$ cat src/rtl/vrrf_pkg.sv
package vrrf_pkg;

	// Store geometry
	localparam int QUEUE_BYTES = 1024;
	localparam int MAX_READ    = 64;
	localparam int HDR_BYTES   = 4;

	localparam int IDX_W   = $clog2(QUEUE_BYTES);
	localparam int FREE_W  = 11;
	localparam int LEN_W   = 10;
	localparam int RD_W    = $clog2(MAX_READ + 1);
	localparam int TOT_W   = LEN_W + 1;
	localparam int SUM_W   = ((IDX_W > TOT_W) ? IDX_W : TOT_W) + 1;
	localparam int NFREE_W = ((FREE_W > TOT_W) ? FREE_W : TOT_W) + 1;
	localparam int HCNT_W  = $clog2(HDR_BYTES);

	// Item kinds
	typedef enum logic [2:0] {
		KIND_BEGIN = 3'd0,
		KIND_DATA  = 3'd1,
		KIND_PEEK  = 3'd2,
		KIND_POP   = 3'd3,
		KIND_CLEAR = 3'd4
	} kind_e;

	// Result status codes
	typedef enum logic [1:0] {
		STAT_OK    = 2'd0,
		STAT_FULL  = 2'd1,
		STAT_EMPTY = 2'd2,
		STAT_BUSY  = 2'd3
	} stat_e;

	// Controller states
	typedef enum logic [6:0] {
		S_IDLE  = 7'b0000001,
		S_HWR   = 7'b0000010,
		S_RH1   = 7'b0000100,
		S_RH2   = 7'b0001000,
		S_PRIME = 7'b0010000,
		S_DATA  = 7'b0100000,
		S_SPARE = 7'b1000000
	} state_t;

	typedef struct packed {
		logic [2:0]       kind;
		logic [LEN_W-1:0] length;
		logic [7:0]       data_byte;
	} req_t;

	typedef struct packed {
		logic [1:0]        status;
		logic [7:0]        data_out;
		logic              has_data;
		logic              last;
		logic [FREE_W-1:0] free_bytes;
		logic              is_empty;
	} rsp_t;

	// Controller to datapath
	typedef struct packed {
		logic  begin_push;
		logic  data_push;
		logic  clear;
		logic  hdr_wr;
		logic  rd_start;
		logic  rd_hdr;
		logic  hdr_done;
		logic  rd_data;
		logic  emit;
		stat_e stat;
		logic  has_data;
		logic  last;
	} ctl_cmd_t;

	// Datapath to controller
	typedef struct packed {
		logic push_open;
		logic fits;
		logic empty;
		logic out_free;
		logic hdr_last;
		logic cnt_zero;
		logic cnt_last;
	} dp_stat_t;

	function automatic logic [IDX_W-1:0] next_idx(input logic [IDX_W-1:0] i);
		next_idx = (i == IDX_W'(QUEUE_BYTES - 1)) ? '0 : i + 1'b1;
	endfunction

endpackage

$ cat src/rtl/vrrf_ctrl.sv
module vrrf_ctrl import vrrf_pkg::*; (
	input  logic     clk,
	input  logic     arst_n,
	input  logic     req_valid,
	output logic     req_ready,
	input  req_t     req,
	input  dp_stat_t st,
	output ctl_cmd_t cmd
);

	state_t state_q, state_d;
	logic   acc;

	assign req_ready = (state_q == S_IDLE) && st.out_free;
	assign acc       = req_valid && req_ready;

	// Sequencing and command decode
	always_comb begin
		state_d = state_q;
		cmd     = '0;
		cmd.stat = STAT_OK;
		unique case (state_q)
			S_IDLE: begin
				if (acc) begin
					case (req.kind) inside
						KIND_BEGIN: begin
							cmd.emit = 1'b1;
							cmd.last = 1'b1;
							if (st.push_open) begin
								cmd.stat = STAT_BUSY;
							end else if (!st.fits) begin
								cmd.stat = STAT_FULL;
							end else begin
								cmd.begin_push = 1'b1;
								state_d = S_HWR;
							end
						end
						KIND_DATA: begin
							cmd.emit = 1'b1;
							cmd.last = 1'b1;
							cmd.data_push = st.push_open;
						end
						KIND_PEEK, KIND_POP: begin
							if (st.push_open) begin
								cmd.emit = 1'b1;
								cmd.last = 1'b1;
								cmd.stat = STAT_BUSY;
							end else if (st.empty) begin
								cmd.emit = 1'b1;
								cmd.last = 1'b1;
								cmd.stat = STAT_EMPTY;
							end else begin
								cmd.rd_start = 1'b1;
								state_d = S_RH1;
							end
						end
						KIND_CLEAR: begin
							cmd.emit = 1'b1;
							cmd.last = 1'b1;
							if (st.push_open) begin
								cmd.stat = STAT_BUSY;
							end else begin
								cmd.clear = 1'b1;
							end
						end
						default: begin
							cmd.emit = 1'b1;
							cmd.last = 1'b1;
						end
					endcase
				end
			end
			S_HWR: begin
				cmd.hdr_wr = 1'b1;
				if (st.hdr_last) begin
					state_d = S_IDLE;
				end
			end
			S_RH1: begin
				cmd.rd_hdr = 1'b1;
				state_d = S_RH2;
			end
			S_RH2: begin
				cmd.hdr_done = 1'b1;
				state_d = S_PRIME;
			end
			S_PRIME: begin
				if (st.cnt_zero) begin
					if (st.out_free) begin
						cmd.emit = 1'b1;
						cmd.last = 1'b1;
						state_d = S_IDLE;
					end
				end else begin
					cmd.rd_data = 1'b1;
					state_d = S_DATA;
				end
			end
			S_DATA: begin
				if (st.out_free) begin
					cmd.emit     = 1'b1;
					cmd.has_data = 1'b1;
					cmd.last     = st.cnt_last;
					cmd.rd_data  = 1'b1;
					if (st.cnt_last) begin
						state_d = S_IDLE;
					end
				end
			end
			default: begin
				state_d = S_IDLE;
			end
		endcase
	end

	always_ff @(posedge clk or negedge arst_n) begin
		if (!arst_n) begin
			state_q <= S_IDLE;
		end else begin
			state_q <= state_d;
		end
	end

	// Checks
	a_one_hot: assert property (@(posedge clk) disable iff (!arst_n)
		$onehot(state_q)) else $error("controller state not one-hot");
	a_acc_idle: assert property (@(posedge clk) disable iff (!arst_n)
		acc |=> (state_q == S_IDLE) || (state_q == S_HWR) || (state_q == S_RH1))
		else $error("bad state after accept");
	a_data_last: assert property (@(posedge clk) disable iff (!arst_n)
		(state_q == S_DATA) && cmd.emit && cmd.last |=> (state_q == S_IDLE))
		else $error("read did not end after last byte");

endmodule

$ cat config.mk
export PLATFORM = sky130hd
export DESIGN_NAME = vrrf_ctrl
export DESIGN_NICKNAME = d
export VERILOG_FILES = /design/src/rtl/vrrf_pkg.sv /design/src/rtl/vrrf_ctrl.sv
export SDC_FILE = /design/constraint.sdc
export NUM_CORES = 1
export LEC_CHECK = 0
export BUFFER_PORTS_ARGS = -buffer_cell sky130_fd_sc_hd__buf_2
export CORE_MARGIN = 3
export CORE_UTILIZATION = 35
export CTS_CLUSTER_SIZE = 20
export DETAILED_ROUTE_END_ITERATION = 12
export PLACE_DENSITY = 0.78
export REMOVE_ABC_BUFFERS = 1
export SLEW_MARGIN = 15
export SYNTH_ARGS = -nofsm -noshare
export SYNTH_HDL_FRONTEND = slang
export SYNTH_SLANG_ARGS = --single-unit
$ cat constraint.sdc
create_clock -name clk -period 2.3 [get_ports clk]
set_input_delay 0.115 -clock clk [delete_from_list [all_inputs] [get_ports clk]]
set_output_delay 0.115 -clock clk [all_outputs]
set_load 0.005 [all_outputs]
==> results of run 1 <==
-- synthesized netlist by cell type, drive strengths merged (2+ instances only) --
cell	n
a21oi	4
o21bai	3
dfrtp	5
o21ai	2
nand2	3
nor4	2
and2	2
nor3b	7
nor4b	2
nor2	4
or4	3
and3	2
clkbuf	2
inv	2
nor2b	2
nor3	6
or2	2
-- layer usage --
| metal | vias up | share of wire, % |
|---|---|---|
| li1 | 326 | - |
| met1 | 297 | 43 |
| met2 | 19 | 51 |
| met3 | 4 | 4.7 |
| met4 | 0 | 1.1 |
| met5 | - | 0 |
-- logic make-up after synthesis --
| group | after synthesis | synth area share [%] |
|---|---|---|
| AND/OR/NAND/NOR | 44 | 52.5 |
| XOR/XNOR | 1 | 1.53 |
| buffers and inverters | 5 | 3.92 |
| flip-flops | 6 | 26.4 |
| AO/OA/AOI/OAI | 14 | 15.7 |
-- cell usage in the layout, fill, tap and decap left out, types with 2 or more instances in the layout --
cell type  instances
buf_4              4
nor2_1             4
and3_1             2
or2_2              2
o21ai_0            2
o21bai_1           3
nand2_1            3
nor3_1             6
buf_2             26
a21oi_1            4
clkbuf_4           3
dfrtp_1            5
or4_1              2
nor2b_1            2
inv_1              2
nor4b_1            2
nor3b_1            6
and2_1             2
-- worst max-delay path: stages (launching register included) --
cell and delay [ns]:
dfrtp_1 0.41, or4_4 0.58, nor3b_4 0.33, nand3_2 0.14, nor4_2 0.25, buf_2 0.18
-- path summary, 6_finish.rpt --
check                      startpoint          to  slack, ns  cells past startpoint
setup / recovery           state_q[4]     cmd[11]       0.05                      5
hold / removal                  st[2]  state_q[1]       0.20                      3
setup reg to reg           state_q[4]  state_q[2]       0.37                      4
hold reg to reg            state_q[3]  state_q[3]       0.54                      1
max in group asynchronous      arst_n  state_q[0]       1.85                      2
min in group asynchronous      arst_n  state_q[5]       0.22                      2
-- stage by stage --
step	utilization [%]	hold WS, ns
finish	55.2	0.204
CTS	52.6	0.203
floorplan	-	-0.181
global route	55.2	0.217
global placement	50.0	-0.0632
detailed placement	50.0	-0.0609
-- area by class of cell --
cell class / instances / area share [%]
Tap cell: 15 / 2.40
Clock buffer: 4 / 3.37
Timing Repair Buffer: 31 / 21.8
Multi-Input combinational cell: 59 / 52.1
Sequential cell: 6 / 19.4
Inverter: 2 / 0.962
-- report_power, final --
group          switching (mW)  leakage [nW]  internal [mW]
Sequential             0.0282        0.0791          0.134
Combinational           0.146         0.291          0.172
Clock                  0.0387        0.0150         0.0657
-- timing repair --
action / in CTS / in global routing
buffers inserted: 0 / 4
resized for setup: 0 / 1
setup endpoints to repair: 3 / 4
hold buffers: 1 / 0
gates cloned: 0 / 0
endpoints found under the hold margin: 6 / 0
pin swaps: 1 / 5
==> run_results.csv, run 1 <==
group,metric,value,unit
outcome,result_of_the_run,"finished clean",
sta,max_slew_margin,62.7,%
finish,biggestRegsByFlops,"state_q (6)",
drt,drc,0,
drt,detail_route.iter0.violations,8,
finish,final.fill_count,133,
worst_hold_path,hold_path_class,"in -> reg",
power,final_total_pwr,585,uW
clock_network,cts.sinks,6,
drt,detailedRoute.firstPassIterationCount,4,
finish,largest_reg_flops,6,
floorplan,core.rowCount,13,
synthesis,syn_area,574,um^2
synthesis,netlist-cell-type-count,36,
drt,antenna_violating_nets_post_route,0,
power,cellLeakagePower,0.385,nW
finish,final_net_count,134,
global_routing,global_route.usage.met3,1.17,%
global_routing,via_count_of_the_first_global_routing_pass,545,
floorplan,floorplan.die.height,46.5,um
synthesis,top_cells_by_area_synth,"dfrtp_1 (22%), nor3b_1 (7.8%), nor3_1 (5.2%)",
floorplan,initial_util,40.6,%
clock_network,cts_inserted_buffers,3,
finish,antennaDiodeCount,0,
worst_setup_path,critPathMaxFanout,6,
clock_network,clk-insertion-delay-late,0.25,ns
power,irDropWorstVdd,0.000382,V
synthesis,ys_warn_count,0,
placed_design,io_buffer_count,26,
worst_setup_path,critical_path_required,2.18,ns
clock_network,tritoncts,"done",
global_routing,largest_net_degree_at_the_start_of_global_routing,10,
placed_design,post_dp_cell_area,708,um^2
sta,finalWorstPathRequiredPeriod,2.25,ns
synthesis,ys_dominant_reg_cell,"dfrtp_1",
global_routing,met2_usage_grt,22.5,%
synthesis,post-synth-top-area-fraction,21.8,%
drt,avgViaCountPerCell,5.52,
finish,footprint_of_the_multi_input_gates,407,um^2
synthesis,asyncSetResetFlopFracSynth,100,%
sta,final.setup.worst_slack,0.0544,ns
sta,timing.clock.skew,0.0119,ns
clock_network,htree_num_levels,1,
sta,timing.final.max_slew_violations,0,
run,max_cap_violations,0,
global_routing,grt_use_met1,19.7,%
sta,endpoints_failing_setup,0,
finish,post_layout_nonfiller_instances,117,
synthesis,synthesis.instances,70,
sta,finalHoldViolCount,0,
clock_network,cts_root_buffer,"clkbuf_4",
placed_design,post-place-cells,108,
clock_network,clk_pin_slew_worst_paths,0.05,ns
placed_design,place_congestion,0.774,
global_routing,grt_pass1_wl,2280,um
global_routing,globalRouteOverflowTotal,0,
sta,rsz0062_at_grt,"yes",
drt,routed_wl,1580,um
floorplan,design.core.area,1420,um^2
finish,regMostFlops,"state_q",
synthesis,synth.largest_area_cell,"dfrtp_1",
sta,tightestPinTransition,0.552,ns
floorplan,top_level_ports,45,
worst_setup_path,critical_path_launch_point_type,"flip-flop",
global_routing,global_route.usage.total,14.2,%
drt,vias,646,
worst_setup_path,crit_path_end_kind,"output pin",
synthesis,syn-mean-instance-area,8.20,um^2
sta,tns,0,ns
finish,layout.area.seq,151,um^2
finish,post_route_cells_drive_above_1_share,41.2,%
synthesis,synth_edf_count,0,
floorplan,dieArea,2160,um^2
worst_setup_path,worstSetupPathType,"reg -> out",
synthesis,ys_seq_elements,6,
drt,wirelength_per_cell,13.5,um
power,power_density,749,nW/um^2
placed_design,place_hpwl,1170,um
finish,post-route-cell-area,781,um^2
global_routing,most_crowded_layer_gr,"met2",
finish,area_growth_syn_to_layout,35.9,%
clock_network,max-clock-path-buffers,2,
sta,max_clock_freq,0.445,GHz
global_routing,grt_antenna_before_repair,0,
sta,timing.final.crit_share,97.6,%
floorplan,die_width,46.5,um
worst_setup_path,cp_data_arrival_time,2.13,ns
synthesis,ys_seq_area_share,26.4,%
placed_design,dp_slack,0.250,ns
No activity file was read; power rests on OpenSTA's default activity.
==> run 2: changes to the inputs <==
Settings changed: CTS_BUF_LIST set to sky130_fd_sc_hd__clkbuf_4 sky130_fd_sc_hd__clkbuf_8 sky130_fd_sc_hd__clkbuf_16, TNS_END_PERCENT set to 50.
==> run_results.csv, run 2 (synthesized netlist as in run 1, its figures left out) <==
group,metric,value,unit
outcome,result_of_the_run,"finished clean",
floorplan,initial_util,40.6,%
sta,max_clock_freq,0.449,GHz
clock_network,clk_pin_slew_worst_paths,0.05,ns
sta,rsz0062_at_grt,"yes",
finish,most-common-layout-cells,"buf_2 (26), nor3b_1 (6), nor3_1 (6)",
clock_network,cts_inserted_buffers,3,
power,comb_power_share,53.6,%
global_routing,grt_antenna_before_repair,0,
finish,antennaDiodeCount,0,
clock_network,cts.sinks,6,
sta,endpoints_failing_setup,0,
drt,detail_route.iter0.violations,16,
floorplan,die_width,46.5,um
power,power_density,756,nW/um^2
power,net_switching_power,210,uW
worst_setup_path,critical-path-max-stage-delay,0.58,ns
worst_setup_path,crit_path_top_delay_cell,"or4_4",
worst_setup_path,critical_path.cell_chain,"or4_4, nor3b_4, and4b_1, and3b_1, buf_2",
sta,finalHoldViolCount,0,
placed_design,place_congestion,0.774,
drt,drc,0,
power,irDropWorstVdd,0.000384,V
global_routing,global_route.usage.total,13.9,%
power,final_total_pwr,593,uW
finish,post_route_cells_drive_above_1_share,42.2,%
sta,timing.clock.skew,0.00908,ns
finish,final_common_cell,"buf_2",
finish,final_net_count,134,
drt,antenna_violating_nets_post_route,0,
clock_network,htree_num_levels,1,
clock_network,tritoncts,"done",
placed_design,dp_slack,0.250,ns
power,cellLeakagePower,0.389,nW
clock_network,clk-insertion-delay-late,0.24,ns
drt,routed_wl,1520,um
sta,final.setup.worst_slack,0.0719,ns
drt,avgViaCountPerCell,5.47,
floorplan,floorplan.die.height,46.5,um
worst_setup_path,crit_path_end_kind,"output pin",
sta,finalWorstPathRequiredPeriod,2.23,ns
power,power.sequential.fraction,27.3,%
worst_setup_path,critical_path_required,2.18,ns
drt,wirelength_per_cell,13.0,um
drt,vias,640,
finish,area_growth_syn_to_layout,36.6,%
worst_setup_path,worstSetupPathType,"reg -> out",
finish,regMostFlops,"state_q",
worst_hold_path,hold_path_class,"in -> reg",
floorplan,dieArea,2160,um^2
global_routing,grt_pass1_wl,2280,um
global_routing,globalRouteOverflowTotal,0,
power,p_sw_share,35.4,%
power,clock_power_share,19.1,%
worst_setup_path,critPathMaxFanout,6,
floorplan,core.rowCount,13,
finish,largest_reg_flops,6,
worst_setup_path,critical_path_launch_point_type,"flip-flop",
global_routing,via_count_of_the_first_global_routing_pass,545,
placed_design,place_hpwl,1170,um
worst_setup_path,cp_data_arrival_time,2.11,ns
floorplan,design.core.area,1420,um^2
floorplan,top_level_ports,45,
sta,tightestPinTransition,0.549,ns
sta,timing.final.crit_share,96.9,%
clock_network,max-clock-path-buffers,2,
drt,detailedRoute.firstPassIterationCount,4,
sta,max_slew_margin,62.9,%
placed_design,io_buffer_count,26,
power,p_int,383,uW
global_routing,largest_net_degree_at_the_start_of_global_routing,10,
run,max_cap_violations,0,
finish,biggestRegsByFlops,"state_q (6)",
clock_network,cts_root_buffer,"clkbuf_4",
sta,timing.final.max_slew_violations,0,
run 2: layout make-up:
cell class	instances	area (um^2)
sequential	6	151
multi-input combinational	59	407
tap	15	18.8
clock buffer	4	30.0
timing repair buffer	31	170
inverter	2	7.51
fill	134	631
run 2: power by group through the flow:
stage / Clock (mW) / Combinational (mW) / Sequential [mW]
after global routing: 0.125 / 0.348 / 0.166
final: 0.113 / 0.318 / 0.162
after floorplan: 0 / 0.204 / 0.156
after global placement: 0 / 0.271 / 0.160
after CTS: 0.118 / 0.277 / 0.162
after detailed placement: 0 / 0.278 / 0.164
run 2: timing repair:
action | 4_1_cts | 5_1_grt
setup endpoints to repair | 3 | 4
hold endpoints to repair | 6 | 0
pin swaps | 1 | 4
hold buffers | 1 | 0
resized for setup | 0 | 1
setup buffers | 0 | 4
run 2: path summary, 6_finish.rpt:
path / start / to / slack, ns / depth (start not counted)
hold reg to reg: state_q[3] / state_q[3] / 0.54 / 1
setup / recovery: state_q[4] / cmd[8] / 0.07 / 5
hold / removal: st[2] / state_q[1] / 0.21 / 3
setup reg to reg: state_q[4] / state_q[2] / 0.38 / 4
min in group asynchronous: arst_n / state_q[1] / 0.23 / 2
max in group asynchronous: arst_n / state_q[0] / 1.85 / 2
run 2: layer usage:
metal,routed length [um],share of wire (%),vias up,GRT usage [%]
met5,0,0,-,0
met4,14,0.92,0,3.41
met1,674,44,290,19.7
met2,758,50,21,22.5
met3,76,5.0,4,1.17
li1,-,-,325,-
run 2: metrics by stage:
stage               utilization, %  cells  hold slack (ns)  setup TNS [ns]  instance area (um^2)
floorplan                        -     67           -0.181               0                   559
global placement              50.0    108          -0.0632               0                   708
detailed placement            50.0    108          -0.0609               0                   708
CTS                           52.9    113            0.204               0                   748
global route                  55.4    117            0.221         -0.0656                   785
finish                        55.4    117            0.208               0                   785
run 2: worst max-delay path: cells and delay by family, from the launching register on:
family | cells | cell delay, ns
AND/OR/NAND/NOR | 4 | 1.35
flip-flops | 1 | 0.41
buffers and inverters | 1 | 0.11
